[src/design/spi_eeprom_transaction_sequencer_defines.svh]
// Assertion macros shared by the sequencer blocks
`ifndef SPI_EEPROM_TRANSACTION_SEQUENCER_DEFINES_SVH
`define SPI_EEPROM_TRANSACTION_SEQUENCER_DEFINES_SVH

// Check an implication at every clock edge outside reset
`define SES_ASSERT_IMPL(lbl, clk_s, rstn_s, ante, cons, msg) \
  lbl: assert property (@(posedge clk_s) disable iff (!rstn_s) (ante) |-> (cons)) \
    else $error(msg);

// Check that a condition never holds outside reset
`define SES_ASSERT_NEVER(lbl, clk_s, rstn_s, cond, msg) \
  lbl: assert property (@(posedge clk_s) disable iff (!rstn_s) !(cond)) \
    else $error(msg);

`endif

[src/design/ses_pkg.sv]
// Shared types, codes and constants of the SPI EEPROM transaction sequencer
`default_nettype none

package ses_pkg;

  // Address counter
  localparam int ADDR_W = 24;
  localparam logic [ADDR_W-1:0] ADDR_MASK = {ADDR_W{1'b1}};

  // Status polls made before a write is taken as complete
  localparam int POLL_W = 6;
  localparam logic [POLL_W-1:0] POLL_LIMIT = POLL_W'(50);

  // Request modes
  localparam logic [2:0] MODE_START_WRITE = 3'd0;
  localparam logic [2:0] MODE_WRITE_BYTE  = 3'd1;
  localparam logic [2:0] MODE_START_READ  = 3'd2;
  localparam logic [2:0] MODE_READ_BYTE   = 3'd3;
  localparam logic [2:0] MODE_END_READ    = 3'd4;
  localparam logic [2:0] MODE_REPLY       = 3'd5;
  localparam logic [2:0] MODE_STATUS_READ = 3'd6;

  // Result actions
  localparam logic [3:0] ACT_CS_LOW      = 4'd0;
  localparam logic [3:0] ACT_CS_HIGH     = 4'd1;
  localparam logic [3:0] ACT_SEND        = 4'd2;
  localparam logic [3:0] ACT_EXCHANGE    = 4'd3;
  localparam logic [3:0] ACT_SHORT_DELAY = 4'd4;
  localparam logic [3:0] ACT_POLL_DELAY  = 4'd5;
  localparam logic [3:0] ACT_READ_DATA   = 4'd6;
  localparam logic [3:0] ACT_STATUS_DATA = 4'd7;
  localparam logic [3:0] ACT_DONE        = 4'd8;

  // Device command bytes
  localparam logic [7:0] CMD_WREN  = 8'h06;
  localparam logic [7:0] CMD_RDSR  = 8'h05;
  localparam logic [7:0] CMD_READ  = 8'h03;
  localparam logic [7:0] CMD_WRITE = 8'h02;
  localparam logic [7:0] CMD_RDID  = 8'h83;
  localparam logic [7:0] CMD_WRID  = 8'h82;
  localparam logic [7:0] BYTE_DUMMY = 8'hFF;
  localparam int         STATUS_BUSY_BIT = 0;

  // Configuration registers
  localparam int CFG_IDX_W  = 1;
  localparam int CFG_DATA_W = 4;
  localparam logic [CFG_IDX_W-1:0] CFG_IDX_ADDR_BYTES = 1'b0;
  localparam logic [CFG_IDX_W-1:0] CFG_IDX_PAGE_LOG2  = 1'b1;
  localparam logic [1:0] CFG_ADDR_BYTES_RST = 2'd2;
  localparam logic [3:0] CFG_PAGE_LOG2_RST  = 4'd6;

  typedef struct packed {
    logic [1:0] addr_bytes;
    logic [3:0] page_log2;
  } cfg_t;

  // Job kinds handed from the front to the back
  typedef logic [3:0] kind_t;
  localparam kind_t KIND_OPEN_WRITE  = 4'd0;
  localparam kind_t KIND_START_READ  = 4'd1;
  localparam kind_t KIND_SEND_DATA   = 4'd2;
  localparam kind_t KIND_POLL        = 4'd3;
  localparam kind_t KIND_STATUS      = 4'd4;
  localparam kind_t KIND_EXCH        = 4'd5;
  localparam kind_t KIND_CS_HIGH     = 4'd6;
  localparam kind_t KIND_READ_DATA   = 4'd7;
  localparam kind_t KIND_STATUS_DATA = 4'd8;
  localparam kind_t KIND_DONE        = 4'd9;

  typedef struct packed {
    logic              pre_cs_high; // raise chip select before the body
    kind_t             kind;
    logic              close;       // data byte closes the page and polls
    logic [7:0]        byte_val;    // command or data byte
    logic [ADDR_W-1:0] location;    // counter after the request
  } job_t;

  // One result beat before the end flag is added
  typedef struct packed {
    logic [3:0] action;
    logic [7:0] value;
  } op_t;

  localparam int LEN_W = 4;

  // Job queue between front and back
  localparam int QUEUE_DEPTH = 2;
  localparam int QPTR_W = (QUEUE_DEPTH > 1) ? $clog2(QUEUE_DEPTH) : 1;
  localparam int QCNT_W = $clog2(QUEUE_DEPTH + 1);

  typedef struct packed {
    logic valid;
    job_t job;
  } qhead_t;

endpackage

`default_nettype wire

[src/design/ses_channels.sv]
// Handshake channels of the sequencer: requests, results and register writes
`default_nettype none

interface ses_in_if import ses_pkg::*; ();
  logic              valid;
  logic              ready;
  logic [2:0]        mode;
  logic [ADDR_W-1:0] address;
  logic [7:0]        data;
  logic              id_page;
  logic              last;

  modport source (output valid, mode, address, data, id_page, last, input ready);
  modport sink   (input valid, mode, address, data, id_page, last, output ready);
endinterface

interface ses_out_if import ses_pkg::*; ();
  logic              valid;
  logic              ready;
  logic [3:0]        action;
  logic [7:0]        value;
  logic [ADDR_W-1:0] location;
  logic              end_of_run;

  modport source (output valid, action, value, location, end_of_run, input ready);
  modport sink   (input valid, action, value, location, end_of_run, output ready);
endinterface

interface ses_cfg_if import ses_pkg::*; ();
  logic                  valid;
  logic                  ready;
  logic [CFG_IDX_W-1:0]  index;
  logic [CFG_DATA_W-1:0] data;

  modport source (output valid, index, data, input ready);
  modport sink   (input valid, index, data, output ready);
endinterface

`default_nettype wire

[src/design/spi_eeprom_transaction_sequencer.sv]
// Top level of the SPI EEPROM transaction sequencer
//
//  channel  | role   | beat carries
//  ---------+--------+------------------------------------------------
//  in_req   | sink   | mode, address, data, id_page, last
//  out_res  | source | action, value, location, end_of_run
//  cfg_wr   | sink   | index (0 address bytes, 1 page size log2), data
//
// A request causes 0 to 10 result beats; the action sequencer emits one beat
// per clock while the result side is not stalled, and it starts the next job
// on the beat that follows the last beat of the current job.
// The front end takes one request per clock while the two-entry job queue
// has room; requests that give no result are taken without entering the queue.
// Synchronous active-low reset clears phase, counters, queue and output valid,
// and sets address bytes to 2 and page size log2 to 6. The result stage is a
// registered output, and the front keeps accepting while a result waits.
`default_nettype none

module spi_eeprom_transaction_sequencer import ses_pkg::*; (
  input  logic       clk,
  input  logic       rst_n,
  ses_in_if.sink     in_req,
  ses_out_if.source  out_res,
  ses_cfg_if.sink    cfg_wr
);

  logic   push;
  job_t   push_job;
  logic   q_full;
  qhead_t q_head;
  logic   pop;
  cfg_t   cfg;

  ses_front u_front (
    .clk      (clk),
    .rst_n    (rst_n),
    .in_req   (in_req),
    .cfg_wr   (cfg_wr),
    .q_full   (q_full),
    .push     (push),
    .push_job (push_job),
    .cfg      (cfg)
  );

  ses_queue u_queue (
    .clk      (clk),
    .rst_n    (rst_n),
    .push     (push),
    .push_job (push_job),
    .full     (q_full),
    .head     (q_head),
    .pop      (pop)
  );

  ses_back u_back (
    .clk     (clk),
    .rst_n   (rst_n),
    .head    (q_head),
    .pop     (pop),
    .cfg     (cfg),
    .out_res (out_res)
  );

endmodule

`default_nettype wire

[src/design/ses_front.sv]
// Request front end: register writes, phase tracking and job classification
`default_nettype none
`include "spi_eeprom_transaction_sequencer_defines.svh"

module ses_front import ses_pkg::*; (
  input  logic        clk,
  input  logic        rst_n,
  ses_in_if.sink      in_req,
  ses_cfg_if.sink     cfg_wr,
  input  logic        q_full,
  output logic        push,
  output job_t        push_job,
  output cfg_t        cfg
);

  localparam logic [2:0] PH_IDLE        = 3'd0;
  localparam logic [2:0] PH_WRITING     = 3'd1;
  localparam logic [2:0] PH_POLL_WAIT   = 3'd2;
  localparam logic [2:0] PH_READING     = 3'd3;
  localparam logic [2:0] PH_READ_WAIT   = 3'd4;
  localparam logic [2:0] PH_STATUS_WAIT = 3'd5;

  logic [2:0]        phase_r, phase_nxt;
  logic [ADDR_W-1:0] cnt_r, cnt_nxt;
  logic [POLL_W-1:0] poll_count_r, poll_count_nxt;
  logic              idp_r, idp_nxt;
  logic              resume_r, resume_nxt;
  cfg_t              cfg_r, cfg_nxt;

  logic              accept;
  logic              produce;
  job_t              job;
  logic              no_addr;
  logic [ADDR_W-1:0] cnt_inc;
  logic [ADDR_W-1:0] page_mask;
  logic              boundary;

  assign in_req.ready = !q_full;
  assign cfg_wr.ready = 1'b1;
  assign accept       = in_req.valid && in_req.ready;
  assign push         = accept && produce;
  assign push_job     = job;
  assign cfg          = cfg_r;

  // Take register writes
  always_comb begin
    cfg_nxt = cfg_r;
    if (cfg_wr.valid) begin
      case (cfg_wr.index)
        CFG_IDX_ADDR_BYTES: cfg_nxt.addr_bytes = cfg_wr.data[1:0];
        CFG_IDX_PAGE_LOG2:  cfg_nxt.page_log2  = cfg_wr.data[3:0];
        default:            cfg_nxt = cfg_r;
      endcase
    end
  end

  // Page boundary after the counter steps
  assign no_addr   = (cfg_r.addr_bytes == 2'd0);
  assign cnt_inc   = (cnt_r + ADDR_W'(1)) & ADDR_MASK;
  assign page_mask = ~(ADDR_MASK << cfg_r.page_log2);
  assign boundary  = ((cnt_inc & page_mask) == '0);

  // Classify the request against the current phase
  always_comb begin
    phase_nxt      = phase_r;
    cnt_nxt        = cnt_r;
    poll_count_nxt = poll_count_r;
    idp_nxt        = idp_r;
    resume_nxt     = resume_r;
    produce        = 1'b0;
    job            = '0;
    case (in_req.mode)
      MODE_START_WRITE: begin
        if (phase_r == PH_IDLE) begin
          cnt_nxt      = in_req.address & ADDR_MASK;
          idp_nxt      = in_req.id_page;
          produce      = 1'b1;
          job.kind     = KIND_OPEN_WRITE;
          job.byte_val = in_req.id_page ? CMD_WRID : CMD_WRITE;
          phase_nxt    = no_addr ? PH_IDLE : PH_WRITING;
        end
      end
      MODE_WRITE_BYTE: begin
        if (phase_r == PH_WRITING) begin
          cnt_nxt      = cnt_inc;
          produce      = 1'b1;
          job.kind     = KIND_SEND_DATA;
          job.byte_val = in_req.data;
          if (in_req.last || boundary) begin
            job.close      = 1'b1;
            resume_nxt     = !in_req.last;
            poll_count_nxt = POLL_W'(1);
            phase_nxt      = PH_POLL_WAIT;
          end
        end
      end
      MODE_START_READ: begin
        if (phase_r == PH_IDLE) begin
          cnt_nxt      = in_req.address & ADDR_MASK;
          idp_nxt      = in_req.id_page;
          produce      = 1'b1;
          job.kind     = KIND_START_READ;
          job.byte_val = in_req.id_page ? CMD_RDID : CMD_READ;
          phase_nxt    = no_addr ? PH_IDLE : PH_READING;
        end
      end
      MODE_READ_BYTE: begin
        if (phase_r == PH_READING) begin
          produce   = 1'b1;
          job.kind  = KIND_EXCH;
          phase_nxt = PH_READ_WAIT;
        end
      end
      MODE_END_READ: begin
        if (phase_r == PH_READING) begin
          produce   = 1'b1;
          job.kind  = KIND_CS_HIGH;
          phase_nxt = PH_IDLE;
        end
      end
      MODE_REPLY: begin
        if (phase_r == PH_READ_WAIT) begin
          cnt_nxt      = cnt_inc;
          produce      = 1'b1;
          job.kind     = KIND_READ_DATA;
          job.byte_val = in_req.data;
          phase_nxt    = PH_READING;
        end else if (phase_r == PH_STATUS_WAIT) begin
          produce         = 1'b1;
          job.pre_cs_high = 1'b1;
          job.kind        = KIND_STATUS_DATA;
          job.byte_val    = in_req.data;
          phase_nxt       = PH_IDLE;
        end else if (phase_r == PH_POLL_WAIT) begin
          produce         = 1'b1;
          job.pre_cs_high = 1'b1;
          if (in_req.data[STATUS_BUSY_BIT] && (poll_count_r < POLL_LIMIT)) begin
            poll_count_nxt = poll_count_r + POLL_W'(1);
            job.kind       = KIND_POLL;
          end else if (resume_r) begin
            resume_nxt   = 1'b0;
            job.kind     = KIND_OPEN_WRITE;
            job.byte_val = idp_r ? CMD_WRID : CMD_WRITE;
            phase_nxt    = no_addr ? PH_IDLE : PH_WRITING;
          end else begin
            job.kind  = KIND_DONE;
            phase_nxt = PH_IDLE;
          end
        end
      end
      MODE_STATUS_READ: begin
        if (phase_r == PH_IDLE) begin
          produce   = 1'b1;
          job.kind  = KIND_STATUS;
          phase_nxt = PH_STATUS_WAIT;
        end
      end
      default: produce = 1'b0;
    endcase
    job.location = cnt_nxt;
  end

  // Take register writes; hold request state, advance it on an accepted beat
  always_ff @(posedge clk) begin
    if (!rst_n) begin
      phase_r        <= PH_IDLE;
      cnt_r          <= '0;
      poll_count_r   <= '0;
      idp_r          <= 1'b0;
      resume_r       <= 1'b0;
      cfg_r.addr_bytes <= CFG_ADDR_BYTES_RST;
      cfg_r.page_log2  <= CFG_PAGE_LOG2_RST;
    end else begin
      cfg_r <= cfg_nxt;
      if (accept) begin
        phase_r      <= phase_nxt;
        cnt_r        <= cnt_nxt;
        poll_count_r <= poll_count_nxt;
        idp_r        <= idp_nxt;
        resume_r     <= resume_nxt;
      end
    end
  end

  `SES_ASSERT_IMPL(a_poll_count_range, clk, rst_n, phase_r == PH_POLL_WAIT, poll_count_r != '0 && poll_count_r <= POLL_LIMIT, "poll count out of range while polling")
  `SES_ASSERT_IMPL(a_resume_only_polling, clk, rst_n, resume_r, phase_r == PH_POLL_WAIT, "resume flag set outside a poll")

endmodule

`default_nettype wire

[src/design/ses_queue.sv]
// Short job queue between the front end and the action sequencer
`default_nettype none
`include "spi_eeprom_transaction_sequencer_defines.svh"

module ses_queue import ses_pkg::*; (
  input  logic   clk,
  input  logic   rst_n,
  input  logic   push,
  input  job_t   push_job,
  output logic   full,
  output qhead_t head,
  input  logic   pop
);

  job_t              mem_r [QUEUE_DEPTH];
  logic [QPTR_W-1:0] wr_ptr_r, wr_ptr_nxt;
  logic [QPTR_W-1:0] rd_ptr_r, rd_ptr_nxt;
  logic [QCNT_W-1:0] count_r, count_nxt;

  assign full       = (count_r == QCNT_W'(QUEUE_DEPTH));
  assign head.valid = (count_r != '0);
  assign head.job   = mem_r[rd_ptr_r];

  // Advance pointers with wrap at the depth
  always_comb begin
    wr_ptr_nxt = wr_ptr_r;
    rd_ptr_nxt = rd_ptr_r;
    count_nxt  = count_r;
    if (push) begin
      wr_ptr_nxt = (wr_ptr_r == QPTR_W'(QUEUE_DEPTH - 1)) ? '0 : wr_ptr_r + QPTR_W'(1);
    end
    if (pop) begin
      rd_ptr_nxt = (rd_ptr_r == QPTR_W'(QUEUE_DEPTH - 1)) ? '0 : rd_ptr_r + QPTR_W'(1);
    end
    if (push && !pop) begin
      count_nxt = count_r + QCNT_W'(1);
    end else if (pop && !push) begin
      count_nxt = count_r - QCNT_W'(1);
    end
  end

  always_ff @(posedge clk) begin
    if (!rst_n) begin
      wr_ptr_r <= '0;
      rd_ptr_r <= '0;
      count_r  <= '0;
    end else begin
      wr_ptr_r <= wr_ptr_nxt;
      rd_ptr_r <= rd_ptr_nxt;
      count_r  <= count_nxt;
    end
  end

  // Store the job beat
  always_ff @(posedge clk) begin
    if (push) begin
      mem_r[wr_ptr_r] <= push_job;
    end
  end

  `SES_ASSERT_NEVER(a_queue_overflow, clk, rst_n, count_r > QCNT_W'(QUEUE_DEPTH), "job queue count above depth")

endmodule

`default_nettype wire

[src/design/ses_back.sv]
// Action sequencer: expands jobs into beats, one per clock unless stalled
`default_nettype none
`include "spi_eeprom_transaction_sequencer_defines.svh"

module ses_back import ses_pkg::*; (
  input  logic   clk,
  input  logic   rst_n,
  input  qhead_t head,
  output logic   pop,
  input  cfg_t   cfg,
  ses_out_if.source out_res
);

  // Beats in a job
  function automatic logic [LEN_W-1:0] job_len(job_t j, logic [1:0] ab);
    logic [LEN_W-1:0] tail;
    logic [LEN_W-1:0] body;
    tail = (ab == 2'd0) ? LEN_W'(1) : LEN_W'(ab);
    case (j.kind)
      KIND_OPEN_WRITE: body = LEN_W'(6) + tail;
      KIND_START_READ: body = LEN_W'(2) + tail;
      KIND_SEND_DATA:  body = j.close ? LEN_W'(6) : LEN_W'(1);
      KIND_POLL:       body = LEN_W'(4);
      KIND_STATUS:     body = LEN_W'(3);
      default:         body = LEN_W'(1);
    endcase
    return body + LEN_W'(j.pre_cs_high);
  endfunction

  // Address byte k (from 1) after a command, or raise chip select with none
  function automatic op_t addr_op(job_t j, logic [1:0] ab, logic [LEN_W-1:0] k);
    op_t        o;
    logic [1:0] sel;
    sel = ab - k[1:0];
    o.value = 8'h00;
    if (ab == 2'd0) begin
      o.action = ACT_CS_HIGH;
    end else begin
      o.action = ACT_SEND;
      case (sel)
        2'd0:    o.value = j.location[7:0];
        2'd1:    o.value = j.location[15:8];
        2'd2:    o.value = j.location[23:16];
        default: o.value = 8'h00;
      endcase
    end
    return o;
  endfunction

  // Poll sequence: delay, select, read status command, dummy exchange
  function automatic op_t poll_op(logic [LEN_W-1:0] p);
    op_t o;
    o.value = 8'h00;
    case (p)
      4'd0:    o.action = ACT_POLL_DELAY;
      4'd1:    o.action = ACT_CS_LOW;
      4'd2:    begin o.action = ACT_SEND;     o.value = CMD_RDSR;   end
      default: begin o.action = ACT_EXCHANGE; o.value = BYTE_DUMMY; end
    endcase
    return o;
  endfunction

  // Beat at position idx of a job
  function automatic op_t job_op(job_t j, logic [1:0] ab, logic [LEN_W-1:0] idx);
    op_t              o;
    logic [LEN_W-1:0] b;
    b = idx - LEN_W'(j.pre_cs_high);
    o.action = ACT_CS_LOW;
    o.value  = 8'h00;
    if (j.pre_cs_high && (idx == '0)) begin
      o.action = ACT_CS_HIGH;
    end else begin
      case (j.kind)
        KIND_OPEN_WRITE: begin
          case (b)
            4'd0:    o.action = ACT_CS_LOW;
            4'd1:    begin o.action = ACT_SEND; o.value = CMD_WREN; end
            4'd2:    o.action = ACT_CS_HIGH;
            4'd3:    o.action = ACT_SHORT_DELAY;
            4'd4:    o.action = ACT_CS_LOW;
            4'd5:    begin o.action = ACT_SEND; o.value = j.byte_val; end
            default: o = addr_op(j, ab, b - LEN_W'(5));
          endcase
        end
        KIND_START_READ: begin
          case (b)
            4'd0:    o.action = ACT_CS_LOW;
            4'd1:    begin o.action = ACT_SEND; o.value = j.byte_val; end
            default: o = addr_op(j, ab, b - LEN_W'(1));
          endcase
        end
        KIND_SEND_DATA: begin
          case (b)
            4'd0:    begin o.action = ACT_SEND; o.value = j.byte_val; end
            4'd1:    o.action = ACT_CS_HIGH;
            default: o = poll_op(b - LEN_W'(2));
          endcase
        end
        KIND_POLL: o = poll_op(b);
        KIND_STATUS: begin
          case (b)
            4'd0:    o.action = ACT_CS_LOW;
            4'd1:    begin o.action = ACT_SEND;     o.value = CMD_RDSR;   end
            default: begin o.action = ACT_EXCHANGE; o.value = BYTE_DUMMY; end
          endcase
        end
        KIND_EXCH:        begin o.action = ACT_EXCHANGE;    o.value = BYTE_DUMMY; end
        KIND_CS_HIGH:     o.action = ACT_CS_HIGH;
        KIND_READ_DATA:   begin o.action = ACT_READ_DATA;   o.value = j.byte_val; end
        KIND_STATUS_DATA: begin o.action = ACT_STATUS_DATA; o.value = j.byte_val; end
        KIND_DONE:        o.action = ACT_DONE;
        default:          o.action = ACT_DONE;
      endcase
    end
    return o;
  endfunction

  logic              busy_r, busy_nxt;
  job_t              job_r, job_nxt;
  logic [LEN_W-1:0]  idx_r, idx_nxt;
  logic [LEN_W-1:0]  cur_len;
  op_t               cur_op;
  logic              fire;
  logic              fire_last;

  logic              out_valid_r, out_valid_nxt;
  logic [3:0]        out_action_r;
  logic [7:0]        out_value_r;
  logic [ADDR_W-1:0] out_location_r;
  logic              out_eor_r;

  assign cur_len   = job_len(job_r, cfg.addr_bytes);
  assign cur_op    = job_op(job_r, cfg.addr_bytes, idx_r);
  assign fire      = busy_r && (!out_valid_r || out_res.ready);
  assign fire_last = fire && (idx_r == cur_len - LEN_W'(1));
  assign pop       = head.valid && (!busy_r || fire_last);

  // Step through the job, load the next one behind the last beat
  always_comb begin
    busy_nxt = busy_r;
    job_nxt  = job_r;
    idx_nxt  = idx_r;
    if (fire) begin
      idx_nxt = fire_last ? '0 : idx_r + LEN_W'(1);
    end
    if (fire_last) begin
      busy_nxt = 1'b0;
    end
    if (pop) begin
      busy_nxt = 1'b1;
      job_nxt  = head.job;
      idx_nxt  = '0;
    end
    out_valid_nxt = out_valid_r;
    if (fire) begin
      out_valid_nxt = 1'b1;
    end else if (out_res.ready) begin
      out_valid_nxt = 1'b0;
    end
  end

  always_ff @(posedge clk) begin
    if (!rst_n) begin
      busy_r      <= 1'b0;
      idx_r       <= '0;
      out_valid_r <= 1'b0;
    end else begin
      busy_r      <= busy_nxt;
      idx_r       <= idx_nxt;
      out_valid_r <= out_valid_nxt;
    end
  end

  // Hold the job and the result payload
  always_ff @(posedge clk) begin
    job_r <= job_nxt;
    if (fire) begin
      out_action_r   <= cur_op.action;
      out_value_r    <= cur_op.value;
      out_location_r <= job_r.location;
      out_eor_r      <= fire_last;
    end
  end

  assign out_res.valid      = out_valid_r;
  assign out_res.action     = out_action_r;
  assign out_res.value      = out_value_r;
  assign out_res.location   = out_location_r;
  assign out_res.end_of_run = out_eor_r;

  `SES_ASSERT_IMPL(a_idx_in_job, clk, rst_n, busy_r, idx_r < cur_len, "beat index past end of job")

endmodule

`default_nettype wire

[src/flat_wrapper.sv]
// flat-port wrapper written by rule: the top's interface ports become plain ports
module spi_eeprom_transaction_sequencer_flat import ses_pkg::*;
  (clk, rst_n, in_req_valid, in_req_mode, in_req_address, in_req_data, in_req_id_page, in_req_last, in_req_ready, out_res_valid, out_res_action, out_res_value, out_res_location, out_res_end_of_run, out_res_ready, cfg_wr_valid, cfg_wr_index, cfg_wr_data, cfg_wr_ready);
  ses_in_if in_req_i ();
  ses_out_if out_res_i ();
  ses_cfg_if cfg_wr_i ();
  input  logic clk;
  input  logic rst_n;
  input wire logic [$bits(in_req_i.valid)-1:0] in_req_valid;
  input wire logic [$bits(in_req_i.mode)-1:0] in_req_mode;
  input wire logic [$bits(in_req_i.address)-1:0] in_req_address;
  input wire logic [$bits(in_req_i.data)-1:0] in_req_data;
  input wire logic [$bits(in_req_i.id_page)-1:0] in_req_id_page;
  input wire logic [$bits(in_req_i.last)-1:0] in_req_last;
  output wire logic [$bits(in_req_i.ready)-1:0] in_req_ready;
  output wire logic [$bits(out_res_i.valid)-1:0] out_res_valid;
  output wire logic [$bits(out_res_i.action)-1:0] out_res_action;
  output wire logic [$bits(out_res_i.value)-1:0] out_res_value;
  output wire logic [$bits(out_res_i.location)-1:0] out_res_location;
  output wire logic [$bits(out_res_i.end_of_run)-1:0] out_res_end_of_run;
  input wire logic [$bits(out_res_i.ready)-1:0] out_res_ready;
  input wire logic [$bits(cfg_wr_i.valid)-1:0] cfg_wr_valid;
  input wire logic [$bits(cfg_wr_i.index)-1:0] cfg_wr_index;
  input wire logic [$bits(cfg_wr_i.data)-1:0] cfg_wr_data;
  output wire logic [$bits(cfg_wr_i.ready)-1:0] cfg_wr_ready;
  assign in_req_i.valid = in_req_valid;
  assign in_req_i.mode = in_req_mode;
  assign in_req_i.address = in_req_address;
  assign in_req_i.data = in_req_data;
  assign in_req_i.id_page = in_req_id_page;
  assign in_req_i.last = in_req_last;
  assign in_req_ready = in_req_i.ready;
  assign out_res_valid = out_res_i.valid;
  assign out_res_action = out_res_i.action;
  assign out_res_value = out_res_i.value;
  assign out_res_location = out_res_i.location;
  assign out_res_end_of_run = out_res_i.end_of_run;
  assign out_res_i.ready = out_res_ready;
  assign cfg_wr_i.valid = cfg_wr_valid;
  assign cfg_wr_i.index = cfg_wr_index;
  assign cfg_wr_i.data = cfg_wr_data;
  assign cfg_wr_ready = cfg_wr_i.ready;
  spi_eeprom_transaction_sequencer u_core (.clk(clk), .rst_n(rst_n), .in_req(in_req_i), .out_res(out_res_i), .cfg_wr(cfg_wr_i));
endmodule
[config.mk]
export PLATFORM = sky130hd
export DESIGN_NAME = spi_eeprom_transaction_sequencer_flat
export DESIGN_NICKNAME = d
export VERILOG_FILES = /design/src/design/ses_pkg.sv /design/src/design/ses_channels.sv /design/src/design/spi_eeprom_transaction_sequencer.sv /design/src/design/ses_front.sv /design/src/design/ses_queue.sv /design/src/design/ses_back.sv /design/src/flat_wrapper.sv
export VERILOG_INCLUDE_DIRS = /design/src /design/src/design
export SDC_FILE = /design/constraint.sdc
export NUM_CORES = 1
export LEC_CHECK = 0
export BUFFER_PORTS_ARGS = -buffer_cell sky130_fd_sc_hd__buf_4
export CAP_MARGIN = 0
export CORE_ASPECT_RATIO = 0.75
export CORE_UTILIZATION = 35
export DETAILED_ROUTE_END_ITERATION = 10
export SLEW_MARGIN = 20
export SYNTH_ARGS = -nofsm -noshare
export SYNTH_HDL_FRONTEND = slang
export SYNTH_SLANG_ARGS = --single-unit
[constraint.sdc]
create_clock -name clk -period 13.4 [get_ports clk]
set_input_delay 1.34 -clock clk [delete_from_list [all_inputs] [get_ports clk]]
set_output_delay 1.34 -clock clk [all_outputs]
set_load 0.005 [all_outputs]
==> impl_metrics.csv, run 1 <==
group,metric,value,unit
run_status,outcome,"complete, no violations",
synth,synth_top_area_share,45.1,%
power,leakagePower,4.12,nW
clock_network,post_cts_buffers,0,
synth,synth_top_area_cell,"edfxtp_1",
synth,ys_types,73,
flow_run,cap_violations,0,
global_route,grt.busiest_layer,"met1",
synth,synth_common_cells,"edfxtp_1 (151), nor2_1 (89), nand2_1 (79)",
drt,vias,7564,
worst_setup_path,cp-end-kind,"flop",
floorplan,die_h,149,um
placement,gp_congestion,0.868,
timing,slew_headroom,37.5,%
floorplan,start_util,35.8,%
synth,syn-cell-area,10100,sq um
drt,avgViaCountPerCell,5.43,
synth,synth_top_flop_cell,"edfxtp_1",
clock_network,cts_sinks,202,
timing,finalCritPeriodShare,30.4,%
placement,hpwl,17800,um
floorplan,die_x,198,um
synth,synth_edf_count,151,
clock_network,root_buffer,"clkbuf_16",
timing,maxSlewViolCount,0,
global_route,grt_use_met1,28.9,%
worst_setup_path,crit_path_max_fanout,41,
power,power_density,195,nW/um^2
synth,synth_most_common_cell,"edfxtp_1",
worst_setup_path,worstSetupPathType,"in -> reg",
power,p_total,2.28,mW
drt,drc,0,
placement,post-place-ws,8780,ps
floorplan,core,28100,sq um
clock_network,cts_tree,"yes",
cells_and_area,area_delta_synth_final,16.1,%
timing,worst_slew_pin_slew,937,ps
worst_setup_path,worst_ep_arrival_time,4500,ps
timing,setup_viol,0,
synth,syn_nets,998,
worst_setup_path,startpoint_type,"input pin",
drt,drt_iter0_drc,771,
clock_network,cts-resized-gates,0,
cells_and_area,finish.net_count,1051,
hold_path,hold_path_depth,0,
clock_network,postCtsHoldBufs,0,
timing,fin_skew,18.4,ps
global_route,grt_use_met3,3.46,%
timing,rsz0062_at_grt,"false",
placement,io_buffers,85,
synth,seq_area_frac_synth,55.2,%
timing,fmax,245,MHz
synth,yosysWarnings,0,
placement,dp.cells,1354,
clock_network,cts.reportedPaths.clkPinSlew,60,ps
timing,finalWorstSetupSlack,9320,ps
drt,dr.pass1.iters,5,
cells_and_area,stdcell_area,11700,sq um
synth,synthCells,940,
clock_network,htree_levels,1,
placement,dpl_cell_area,11000,sq um
global_route,grt_usage,17.4,%
global_route,grt_pass1_wl,39500,um
drt,wl,25800,um
synth,async_flop_share,0,%
drt,wl_per_cell,18.5,um
timing,period_minus_slack,4080,ps
clock_network,worstSkewPairLatency,500,ps
floorplan,fp.dieArea,29400,sq um
global_route,grt_pass1_vias,6767,
hold_path,hold_path_class,"reg -> reg",
synth,avgSynthCellArea,10.7,sq um
floorplan,fp-row-count,53,
floorplan,boundaryPins,87,
worst_setup_path,cp_data_required_time,13820,ps
cells_and_area,diodes,0,
global_route,grt_remaining_overflow,0,
cells_and_area,stdcell_count,1392,
cells_and_area,drive_gt1_share,18.5,%
synth,ys_ff_latch,202,
global_route,use_met2,22.2,%
drt,detail-route-antenna-nets,0,
worst_setup_path,reg2regPathDepth,14,
global_route,antenna_found_initial,0,
clock_network,cts_made_buffers,21,
power,max-vdd-ir-drop,0.0862,mV
synth,synth_area_leaders,"edfxtp_1 (45%), dfxtp_1 (10%), mux2_2 (4.3%)",
timing,hold_violations,0,
timing,finalSetupTns,0,ps
global_route,grt_max_degree,42,
clock_network,clock_path_buffers,3,
==> power breakdown <==
group	switching (mW)	internal (mW)
Combinational	0.433	0.300
Sequential	0.121	0.863
Clock	0.243	0.322
Total	0.798	1.48
==> sequential cells by signal (all words and copies together), names as in the netlist, 2 cells and up <==
name / count
u_core.u_front.phase_r: 3
u_core.u_queue.mem_r: 76
u_core.u_back.job_r: 38
u_core.u_queue.count_r: 2
u_core.u_back.out_res.location: 24
u_core.u_back.out_res.value: 8
u_core.u_front.cfg: 6
u_core.u_back.out_res.action: 4
u_core.u_front.poll_count_r: 6
u_core.u_back.idx_r: 4
u_core.u_front.cnt_r: 24
==> cell usage in the layout (no fill, tap or decap), drive strengths merged, types with 23 or more instances in the layout <==
master,netlist,final
clkbuf,55,29
mux2,39,39
inv,21,23
a21oi,52,52
o21ai,51,51
edfxtp,151,151
nor3,27,27
dfxtp,51,51
nand3,33,33
nor2,89,89
buf,11,96
nand2,79,79
==> kinds of logic after synthesis <==
logic type / Yosys count / synth area share [%]
AOI/OAI and AO/OA: 233 / 15.6
other: 1 / 0.0373
adders and majority gates: 11 / 1.37
DFF: 202 / 55.2
xor gates and xnor gates: 25 / 2.18
buffers and inverters: 88 / 3.57
muxes: 55 / 5.96
and+or+nand+nor: 325 / 16.1
==> per-stage QoR <==
stage | util (%) | hold slack, ps
finish | 41.5 | 462
global route | 41.5 | 482
global placement | 39.1 | 454
detailed placement | 39.1 | 447
floorplan | - | 426
CTS | 41.4 | 464
==> layer usage <==
layer	vias to the layer above	routed length, um
met5	-	0
met4	0	443
met3	32	1980
met2	288	9670
met1	3619	13700
li1	3625	-
==> final timing paths <==
kind,start,to,slack (ps)
max,out_res_ready,u_core.u_queue.count_r[1]$_SDFFE_PN0P_,9320
min,u_core.u_back.job_r[9]$_DFFE_PP_,u_core.u_back.out_res.location[9]$_DFFE_PP_,460
max reg2reg,u_core.u_back.job_r[34]$_DFFE_PP_,u_core.u_queue.count_r[1]$_SDFFE_PN0P_,9320
min reg2reg,u_core.u_back.job_r[9]$_DFFE_PP_,u_core.u_back.out_res.location[9]$_DFFE_PP_,460
==> cell type report <==
| cell class | count | area, sq um |
|---|---|---|
| clock buffer | 29 | 576 |
| clock inverter | 8 | 75.1 |
| fill | 2735 | 16400 |
| inverter | 22 | 82.6 |
| multi-input combinational | 650 | 4170 |
| sequential | 202 | 5560 |
| tap | 385 | 482 |
| timing repair buffer | 96 | 733 |
==> critical path, stage by stage <==
cell	delay, ps
buf_4	80
nand2b_1	130
and2_2	760
nand3_1	200
nor3_1	220
a21oi_1	200
a21oi_4	180
buf_4	450
inv_1	90
ha_1	340
or3_1	350
a21oi_1	130
(Power assumes the default switching activity.)
==> inputs of run 2 (changes only) <==
clock period = 4 ns   (was 13.4 ns; I/O delays follow)
==> run 2 against run 1 <==
  * Register-to-register slack worse by 8700 ps
  * Clock power grew to 3.3 times the previous value
  * Combinational power grew to 3.5 times the previous value
  * Count of clock-buffer cells in the layout decreased by 3
  * Die area is the same
  * Critical endpoint is now u_core.u_back.idx_r[0]$_SDFFE_PP0P_
  * Sequential power grew to 3.3 times the previous value
  * Final area grew 0.69%
  * Worst hold slack got worse by 320 ps
  * Largest cell class unchanged
==> impl_metrics.csv, run 2 (synthesis gave the netlist of run 1 again) <==
group,metric,value,unit
timing,worst_slew_pin_slew,949,ps
cells_and_area,most-common-layout-cells,"edfxtp_1 (151), buf_4 (103), nor2_1 (88), nand2_1 (79), dfxtp_1 (51)",
power,combPwrFrac,33.4,%
cells_and_area,num-fill-cells,2727,
floorplan,boundaryPins,87,
clock_network,cts_made_buffers,21,
cells_and_area,area_delta_synth_final,16.9,%
clock_network,htree_levels,1,
worst_setup_path,path_delay_family,"compound AO/OA/AOI/OAI gates",
worst_setup_path,cp_common_cell,"ha_1",
floorplan,die_x,198,um
clock_network,worstSkewPairLatency,510,ps
drt,drc,0,
cells_and_area,regMostFlops,"u_core.u_queue.mem_r",
floorplan,fp.dieArea,29400,sq um
worst_setup_path,critical_path_buf_inv_count,1,
power,swShare,34.9,%
timing,hold_violations,0,
timing,finalSetupTns,0,ps
worst_setup_path,cp-end-kind,"flop",
timing,setup_viol,0,
worst_setup_path,worstSetupPathType,"reg -> reg",
power,max-vdd-ir-drop,0.284,mV
timing,period_minus_slack,3420,ps
global_route,grt_pass1_wl,39500,um
floorplan,core,28100,sq um
floorplan,fp-row-count,53,
worst_setup_path,cpMaxStageDelayCell,"dfxtp_1",
cells_and_area,final_common_cell,"edfxtp_1",
clock_network,postCtsHoldBufs,0,
cells_and_area,reg_top3,"u_core.u_queue.mem_r x76, u_core.u_back.job_r x38",
placement,hpwl,18000,um
run_status,outcome,"complete, no violations",
drt,vias,7448,
timing,fin_skew,17.4,ps
drt,detail-route-antenna-nets,0,
power,power_density,654,nW/um^2
clock_network,post_cts_buffers,0,
power,intPower,5.01,mW
clock_network,cts_tree,"yes",
global_route,grt_usage,17.4,%
global_route,grt_remaining_overflow,0,
floorplan,die_h,149,um
power,leakagePower,4.15,nW
cells_and_area,stdcell_area,11800,sq um
worst_setup_path,worst_ep_arrival_time,3780,ps
power,clkPwrFrac,24.6,%
cells_and_area,diodes,0,
timing,maxSlewViolCount,0,
worst_setup_path,startpoint,"u_core.u_front.cfg[5]$_SDFFE_PN1P_",
power,switching_power,2.68,mW
clock_network,cts-resized-gates,0,
global_route,grt_max_degree,41,
worst_setup_path,crit_path_max_fanout,40,
worst_setup_path,r2r-start,"u_core.u_front.cfg[5]$_SDFFE_PN1P_",
worst_setup_path,cp_data_required_time,4360,ps
placement,dpl_cell_area,11100,sq um
timing,finalCritPeriodShare,85.5,%
cells_and_area,drive_gt1_share,19.7,%
hold_path,hold_path_class,"in -> reg",
power,p_total,7.69,mW
cells_and_area,finish.net_count,1058,
worst_setup_path,startpoint_type,"flop",
drt,avgViaCountPerCell,5.32,
clock_network,cts.reportedPaths.clkPinSlew,60,ps
timing,rsz0062_at_grt,"false",
drt,wl,25300,um
drt,wl_per_cell,18.1,um
power,p_seq_share,42.0,%
flow_run,cap_violations,0,
placement,gp_congestion,0.882,
worst_setup_path,cp_cell_sequence,"or3b_2 > a21oi_1 > ha_1 > ha_1 > xor2_1 > nand3_1 > and4b_1 > a21oi_2 > a21oi_4 > buf_4 > a2111oi_0",
global_route,grt_pass1_vias,6765,
clock_network,root_buffer,"clkbuf_16",
floorplan,start_util,35.8,%
timing,slew_headroom,35.9,%
drt,dr.pass1.iters,5,
cells_and_area,largest_reg_flops,76,
clock_network,cts_sinks,202,
placement,io_buffers,85,
timing,fmax,293,MHz
drt,drt_iter0_drc,757,
global_route,antenna_found_initial,0,
hold_path,hp-start,"cfg_wr_data[2]",
clock_network,clock_path_buffers,3,
timing,whs,144,ps
worst_setup_path,slowest_delay,530,ps
[run 2: cell count changes in the layout (fill, tap and decap cells not counted), sizes merged]
cell and change:
buf +7, clkbuf -3, inv -1, clkinvlp +1, clkinv +4
[run 2: path summary, 6_finish.rpt]
check	end	slack (ps)	cells past startpoint
max	u_core.u_back.idx_r[0]$_SDFFE_PP0P_	580	11
min reg2reg	u_core.u_back.out_res.location[8]$_DFFE_PP_	460	0
max reg2reg	u_core.u_back.idx_r[0]$_SDFFE_PP0P_	580	11
min	u_core.u_front.cfg[2]$_SDFFE_PN1P_	140	3
[run 2: per-layer routing]
metal	track usage, %	share of wire, %	up-vias
met5	0	0	-
met2	22.8	39	264
met4	3.99	1.7	0
met3	2.46	6.4	36
met1	28.9	53	3507
li1	-	-	3641
[run 2: area by class of cell]
cell class	instances	area, sq um	area share (%)
Clock buffer	26	564	4.80
Clock inverter	12	104	0.883
Inverter	22	82.6	0.702
Multi-Input combinational cell	650	4200	35.7
Sequential cell	202	5560	47.2
Tap cell	385	482	4.10
Timing Repair Buffer	103	773	6.58
[run 2: worst min-delay path: stages]
cell	delay (ps)
buf_4	70
nand3_1	60
nand3_1	70
[run 2: per-stage QoR]
stage                     setup WS (ps)  utilization, %  cells
after global routing                264            41.8   1400
after floorplan                    15.2               -    940
final                               581            41.8   1400
after detailed placement            524            39.4   1362
after CTS                           516            41.8   1400
after global placement              733            39.4   1362
[run 2: power by group through the flow]
stage               sequential [mW]  clock [mW]  combinational [mW]
global placement               3.27           0                2.56
detailed placement             3.27           0                2.56
CTS                            3.23        1.94                2.57
global route                   3.29        2.01                2.86
finish                         3.23        1.89                2.57
floorplan                      3.09           0                1.85
